File: config.mk
export PLATFORM = sky130hd
export DESIGN_NAME = bxt_ctrl
export DESIGN_NICKNAME = d
export VERILOG_FILES = /design/src/sv/bxt_pkg.sv /design/src/sv/bxt_ctrl.sv
export VERILOG_INCLUDE_DIRS = /design/src /design/src/sv
export SDC_FILE = /design/constraint.sdc
export NUM_CORES = 1
export LEC_CHECK = 0
export ABC_AREA = 1
export BUFFER_PORTS_ARGS = -buffer_cell sky130_fd_sc_hd__buf_2
export CELL_PAD_IN_SITES_DETAIL_PLACEMENT = 1
export CELL_PAD_IN_SITES_GLOBAL_PLACEMENT = 2
export CORE_AREA = 2 2 39 41
export CTS_CLUSTER_SIZE = 40
export DETAILED_ROUTE_END_ITERATION = 6
export DIE_AREA = 0 0 41 43
export PLACE_DENSITY_LB_ADDON = 0.1
export SLEW_MARGIN = 10
export SYNTH_ARGS = -nofsm -noshare
export SYNTH_HDL_FRONTEND = slang
export SYNTH_SLANG_ARGS = --single-unit
File: constraint.sdc
create_clock -name aclk -period 0.99 [get_ports aclk]
set_input_delay 0.0495 -clock aclk [delete_from_list [all_inputs] [get_ports aclk]]
set_output_delay 0.0495 -clock aclk [all_outputs]
set_load 0.02 [all_outputs]
File: src/sv/assert_macros.svh
// Assertion macros shared by the trie core modules.
// Depends on a clock named aclk and an active-low reset named aresetn in scope.
`ifndef ASSERT_MACROS_SVH
`define ASSERT_MACROS_SVH

// Same-cycle implication, disabled while reset is asserted.
`define ASSERT_IMP(label, ante, cons) \
    label: assert property (@(posedge aclk) disable iff (!aresetn) (ante) |-> (cons)) \
        else $error("assertion failed");

// Next-cycle implication, disabled while reset is asserted.
`define ASSERT_NXT(label, ante, cons) \
    label: assert property (@(posedge aclk) disable iff (!aresetn) (ante) |=> (cons)) \
        else $error("assertion failed");

`endif

File: src/sv/bxt_pkg.sv
// Shared types and constants of the binary trie max-XOR core.
// No dependencies; imported by the controller, the datapath and the top level.
package bxt_pkg;

    localparam int KEY_W          = 31;
    localparam int DATA_IN_W      = 32;
    localparam int DATA_OUT_W     = 64;
    localparam int USER_OUT_W     = 2;
    localparam int NODE_COUNT_DEF = 65536;
    localparam int KEY_BITS_DEF   = 31;

    typedef enum logic {
        OP_INSERT = 1'b0,
        OP_QUERY  = 1'b1
    } op_t;

    // Controller to datapath
    typedef struct packed {
        logic start;     // request accepted: load key, set up walk
        logic step;      // walk one trie level
        logic load_out;  // move the finished result into the output register
    } cmd_t;

    // Datapath to controller
    typedef struct packed {
        logic skip;      // request needs no walk (empty query or refused insert)
        logic last;      // current level is bit 0
        logic out_free;  // output register can take a result this cycle
    } stat_t;

endpackage

File: src/sv/bxt_ctrl.sv
// Controller of the trie core: accepts a request, sequences the level walk
// and hands the result to the output register. Depends on bxt_pkg.
module bxt_ctrl import bxt_pkg::*; (
    input  logic  aclk,
    input  logic  aresetn,
    input  logic  s_valid,
    output logic  s_ready,
    input  stat_t stat,
    output cmd_t  cmd
);

`include "assert_macros.svh"

    typedef enum logic [1:0] {
        ST_IDLE,
        ST_WALK,
        ST_FINISH
    } state_t;

    state_t state_reg;
    logic   ready_reg;

    assign s_ready      = ready_reg;
    assign cmd.start    = ready_reg & s_valid;
    assign cmd.step     = (state_reg == ST_WALK) & ~stat.skip;
    assign cmd.load_out = (state_reg == ST_FINISH) & stat.out_free;

    always_ff @(posedge aclk) begin
        if (!aresetn) begin
            state_reg <= ST_IDLE;
            ready_reg <= 1'b1;
        end else begin
            unique case (state_reg)
                ST_IDLE: begin
                    if (ready_reg && s_valid) begin
                        state_reg <= ST_WALK;
                        ready_reg <= 1'b0;
                    end
                end
                ST_WALK: begin
                    if (stat.skip || stat.last) begin
                        state_reg <= ST_FINISH;
                    end
                end
                ST_FINISH: begin
                    if (stat.out_free) begin
                        state_reg <= ST_IDLE;
                        ready_reg <= 1'b1;
                    end
                end
                default: begin
                    state_reg <= ST_IDLE;
                    ready_reg <= 1'b1;
                end
            endcase
        end
    end

    `ASSERT_NXT(a_start_walks, cmd.start, state_reg == ST_WALK && !ready_reg)
    `ASSERT_IMP(a_ready_idle, ready_reg, state_reg == ST_IDLE)
    `ASSERT_NXT(a_finish_frees, cmd.load_out, ready_reg && !cmd.step)

endmodule

* After elaboration in Yosys (flattened, before gate mapping)
Index checks and enable logic that the tools add are counted.
** Word-level totals
- Output and inout bits :: 4
- Register bits after elaboration :: 3
- Input bits :: 6
- Logic and storage cells :: 24
** Operators by class
- Reduce and logical (&&, ||, !) cells :: 5
- Eq/ne operators :: 5
- Multiplexer cells :: 7
- Bitwise operators :: 5
** Operators with widths (count)
- $mux 2 :: 3
- $pmux 2 s3 :: 1
- $reduce_and 3->1 :: 2
- $ne 2x2->1 const B :: 2
- $and 1x1->1 :: 3
- $pmux 1 s3 :: 1
- $eq 2x1->1 const B :: 1
- $eq 2x2->1 const B :: 1
- $logic_not 2->1 :: 1
- $mux 1 :: 2
- $ne 2x1->1 const B :: 1
- $not 1->1 :: 2
- $logic_and 1x1->1 :: 1
- $logic_or 1x1->1 :: 1

* Longest topological paths before layout
Gate-level depths: netlist (run 1).
- Depth after elaboration :: 3
- Depth in mapped cells :: 6
- Gate-level depth less buffers :: 6

* Worst setup path after synthesis (run 1)
No wires, ideal clock.
- Kind :: reg2out
- Start :: reg state_reg[1]
- End :: out cmd[0] (netlist name)
- Data required time :: 941 ps
- Buffers on the path :: 0
- Arrival :: 949 ps
- Stages on the path, launching flop included :: 3
- Setup slack :: -9 ps
- Cell sequence :: dfxtp_1 > inv_1 > nor3_1
** RTL lines
- start, declared :: RTL line bxt_ctrl.sv:20 : state_t state_reg;
- start signal, assigned :: RTL line bxt_ctrl.sv:30 : state_reg <= ST_IDLE;
- start signal, assigned :: RTL line bxt_ctrl.sv:36 : state_reg <= ST_WALK;
- start signal, assigned :: RTL line bxt_ctrl.sv:42 : state_reg <= ST_FINISH;
- end, declared :: RTL line bxt_ctrl.sv:9 : output cmd_t cmd

==> results of run 1 <==
repair_timing:
action / CTS / global route
gates resized for setup: 7 / 10
pin swaps: 2 / 2
endpoints found under the setup margin: 2 / 3
buffers inserted: 2 / 0
hold endpoints to repair: 0 / 0
final timing paths:
path	start	end	slack, ns	cells after the start
setup / recovery	state_reg[0]	cmd[0]	0.02	2
setup reg to reg	state_reg[0]	state_reg[0]	0.04	6
hold reg to reg	s_ready	s_ready	0.48	2
hold / removal	aresetn	s_ready	0.02	2
final cells by class:
class | count | area share
clock buffer | 4 | 0.0766
multi-input combinational | 21 | 0.409
tap | 16 | 0.0584
inverter | 5 | 0.0657
timing repair buffer | 11 | 0.201
sequential | 3 | 0.190
power breakdown:
group | switching, mW | total, mW | internal (mW)
Sequential | 0.0848 | 0.281 | 0.197
Combinational | 0.382 | 0.669 | 0.286
Clock | 0.0741 | 0.226 | 0.152
Total | 0.541 | 1.18 | 0.635
critical path, cell delays in order, from the launching register on:
cell and delay [ns]:
dfxtp_2 0.35, nor3_2 0.17, buf_4 0.16
per-stage QoR:
stage / std cells / setup TNS [ns] / setup WS [ns]
after floorplan: 29 / 0 / 0.0392
after global placement: 54 / 0 / 0.0338
after detailed placement: 54 / 0 / 0.0229
after CTS: 60 / -0.00257 / -0.00257
after global routing: 60 / -0.0330 / -0.0193
final: 60 / 0 / 0.0182
per-layer routing:
layer,track usage,up-vias,part of all wire
met5,0,-,0
met4,0.0400,0,0
met3,0.0628,0,0.075
met2,0.109,6,0.52
met1,0.0932,102,0.40
li1,-,120,-
synth_stat cells (all sizes together):
library cell  n
clkinv        1
nor3          1
dfxtp         3
a21oi         1
inv           4
nor2          6
nand3         5
nand2         8
logic make-up after synthesis:
logic type             synth area share
and+or+nand+nor                   0.528
buffers and inverters             0.111
AOI/OAI and AO/OA                0.0278
DFF                               0.333
==> impl_metrics.ini, run 1 <==
[power]
ir_worst_vdd_uv = 1260
power.leakage_nw = 0.167
p_total_mw = 1.18
powerDensity_nw_per_um2 = 3430

[clock_network]
clk_latency_ns = 0.24
cts_tree = done
ctsHtreeMaxLevel = 1
clockRootBuffer = clkbuf_4
ctsHoldBuffers = 0
clk_pin_slew_worst_paths_ns = 0.04
cts_buffers = 3
clockBufferDepth = 2
cts_num_sinks = 3

[timing]
drv_slew = 0
holdWs_ns = 0.0193
period_share = 0.982
clock-skew-final_ns = 0.00868
fin_crit_ns = 0.972
rsz0062_at_grt = yes
setup_viol = 0
final_hold_viol_count = 0
worst-slew-pin-transition_ns = 0.140
max_freq_mhz = 1030
slew-limit-headroom = 0.907

[detailed_routing]
ant_nets = 0
drt_pass1_iterations = 2
drcViolationCount = 0
viasPerCell = 3.80
wl_per_cell_um = 9.10
num_vias = 228
initialDrtViolationCount = 4
routed_wl_um = 546

[placement]
gp_congestion = 0.702
dp.final_hpwl_um = 412
io_buffers = 9
dpl_cell_area_um2 = 250

[status]
outcome = complete, no violations

[yosys]
ys_seq_area_frac = 0.333
ys_ff_latch = 3
synthesis.area_um2 = 180
syn_avg_cell_area_um2 = 6.21
ys_top_cells_by_area = dfxtp_1 33%, nand2_1 13%, nand3_1 11%
synth_warnings = 0
synth.distinct_cells = 12
synth_top_cell_area_share = 0.333
synthCells = 29
syn_nets = 35
yosysTopAreaCell = dfxtp_1

[floorplan]
die_h_um = 43
pin_count = 10
chipWidth_um = 41
start_util = 0.130
die_area_um2 = 1760
core_area_um2 = 1380
rows = 14

[global_route]
grt_pass1_wl_um = 917
track_usage = 0.0823
first_global_vias = 218
grt_max_degree = 5
antenna_found_initial = 0
grt_overflow = 0

[worst_setup_path]
crit_path_start_kind = register
worstPathMaxFanout = 4
arrival_ns = 0.92
endpoint_kind = primary output
critPathKind = register to primary output
cp.required_ns = 0.94

[final_layout]
design_area_um2 = 343
largest_reg_flops = 2
diodes = 0
multi_input_area_um2 = 140
syn_to_final_growth_pct = 90.3
mostFrequentLayoutCell = buf_2
drive_above_1_share = 0.705
nets = 51
final_util = 0.248
final-seq-area_um2 = 65.1
nFillCells = 182
layout_common_cells = 7 x buf_2, 4 x nand2_1

[hold_path]
hold_path.class = input port to register

[flow_run]
drv_cap = 0
No activity file was read; power rests on OpenSTA's default activity.
==> run 2: changes to the inputs <==
--- a/config.mk
+++ b/config.mk
@@ -14,6 +14,7 @@
 export CTS_CLUSTER_SIZE = 40
 export DETAILED_ROUTE_END_ITERATION = 6
 export DIE_AREA = 0 0 41 43
+export HOLD_SLACK_MARGIN = 0.1
 export PLACE_DENSITY_LB_ADDON = 0.1
 export SLEW_MARGIN = 10
 export SYNTH_ARGS = -nofsm -noshare
==> constraint.sdc (replaced) <==
create_clock -name aclk -period 0.86 [get_ports aclk]
set_input_delay 0 -clock aclk [delete_from_list [all_inputs] [get_ports aclk]]
set_output_delay 0 -clock aclk [all_outputs]
set_load 0.02 [all_outputs]
==> run 2 against run 1 <==
  * The run now ends with setup timing left
  * Register-to-register slack lost 0.16 ns
  * Sequential power grew 27%
  * First-iteration DRC count shrank 75%
  * Power grew 48%
  * Die area is the same
  * Via count grew 15%
  * Critical path depth grew 3
  * Final area grew 28%
==> impl_metrics.ini, run 2 (synthesized netlist as in run 1, its figures left out) <==
[timing]
drv_slew = 0
rsz0062_at_grt = yes
holdWs_ns = 0.192
layout_setup_ws_ns = -0.137
slew-limit-headroom = 0.899
worst-slew-pin-transition_ns = 0.151
clock-skew-final_ns = 0.00159
period_share = 1.16
setup_viol = 5
fin_crit_ns = 0.997
tns_ns = -0.536
max_freq_mhz = 1000
final_hold_viol_count = 0

[detailed_routing]
drt_pass1_iterations = 2
ant_nets = 0
wl_per_cell_um = 9.30
highest_layer = met4
dr_wl_met2_um = 351
dr_wl_met3_um = 40
routed_wl_um = 614
num_vias = 262
viasPerCell = 3.97
drcViolationCount = 0
m1WireLength_um = 217
initialDrtViolationCount = 1

[floorplan]
core_area_um2 = 1380
chipWidth_um = 41
die_area_um2 = 1760
rows = 14
start_util = 0.130
pin_count = 10
die_h_um = 43

[power]
powerDensity_nw_per_um2 = 3950
power.leakage_nw = 0.213
p_total_mw = 1.74
ir_worst_vdd_uv = 1340

[placement]
dp.final_hpwl_um = 456
gp_congestion = 0.683
io_buffers = 9

[clock_network]
ctsHtreeMaxLevel = 1
clk_pin_slew_worst_paths_ns = 0.04
cts_buffers = 3
cts_num_sinks = 3
clk_latency_ns = 0.23
clockRootBuffer = clkbuf_4
clockBufferDepth = 2
cts_tree = done

[global_route]
first_global_vias = 249
grt_overflow = 0
grt_pass1_wl_um = 1070
track_usage = 0.100
antenna_found_initial = 0
grt_max_degree = 5

[hold_path]
hold_path.class = input port to register
hold_depth = 6

[worst_setup_path]
reg2regPathDepth = 7
cp.required_ns = 0.86
critPathKind = register to primary output
worstPathMaxFanout = 3
crit_path_start_kind = register
endpoint_kind = primary output
arrival_ns = 1.00

[flow_run]
drv_cap = 0

[status]
outcome = finished with violations
violations = setup timing

[final_layout]
nets = 57
largest_reg_flops = 2
layout_common_cells = 6 x buf_2, 5 x buf_6, 5 x buf_4, 4 x nand2_4, 4 x nor2_1
multi_input_area_um2 = 165
drive_above_1_share = 0.780
nFillCells = 173
mostFrequentLayoutCell = buf_2
syn_to_final_growth_pct = 144
diodes = 0
final-seq-area_um2 = 71.3
## run 2: changes by cell type in the layout (fill, tap and decap cells not counted), sizes merged
cell / delta
dlygate4sd3: +1
buf: +5
inv: +1
clkinv: -1
## run 2: cell type report
cell class / instances / area share
Sequential cell: 3 / 0.162
Tap cell: 16 / 0.0455
Multi-Input combinational cell: 21 / 0.375
Inverter: 5 / 0.0540
Timing Repair Buffer: 17 / 0.304
Clock buffer: 4 / 0.0597
## run 2: repair_timing
action / in CTS / in global routing
buffers inserted: 3 / 2
hold endpoints to repair: 3 / 0
setup endpoints to repair: 5 / 6
pin swaps: 3 / 9
gates resized for setup: 17 / 14
hold buffers: 1 / 0
## run 2: final timing paths
path | from | end | slack, ns
hold / removal | s_valid | state_reg[1] | 0.19
hold reg to reg | s_ready | s_ready | 0.48
setup / recovery | state_reg[1] | cmd[1] | -0.14
setup reg to reg | state_reg[1] | state_reg[0] | -0.12
## run 2: power by group
part           switching [mW]  internal (mW)  total [mW]
Combinational           0.557          0.575        1.13
Sequential              0.108          0.248       0.356
Clock                  0.0752          0.174       0.249
## run 2: metrics by stage
stage | utilization | instance area (µm²) | setup slack [ns] | instances
2_1_floorplan | - | 186 | -0.000530 | 29
3_3_place_gp | 0.198 | 274 | -0.0704 | 57
3_5_place_dp | 0.198 | 274 | -0.0866 | 57
4_1_cts | 0.277 | 383 | -0.164 | 65
5_1_grt | 0.318 | 440 | -0.188 | 66
6_report | 0.318 | 440 | -0.137 | 66
## run 2: worst max-delay path: stages, from the launching register on
cell,delay (ns)
dfxtp_4,0.35
inv_4,0.07
nand2_4,0.05
buf_6,0.11
nor2_4,0.07
buf_6,0.12
## run 2: routing by layer
metal	track usage	up-vias
li1	-	131
met1	0.112	123
met2	0.128	6
met3	0.0942	2
met4	0.0400	0
met5	0	-
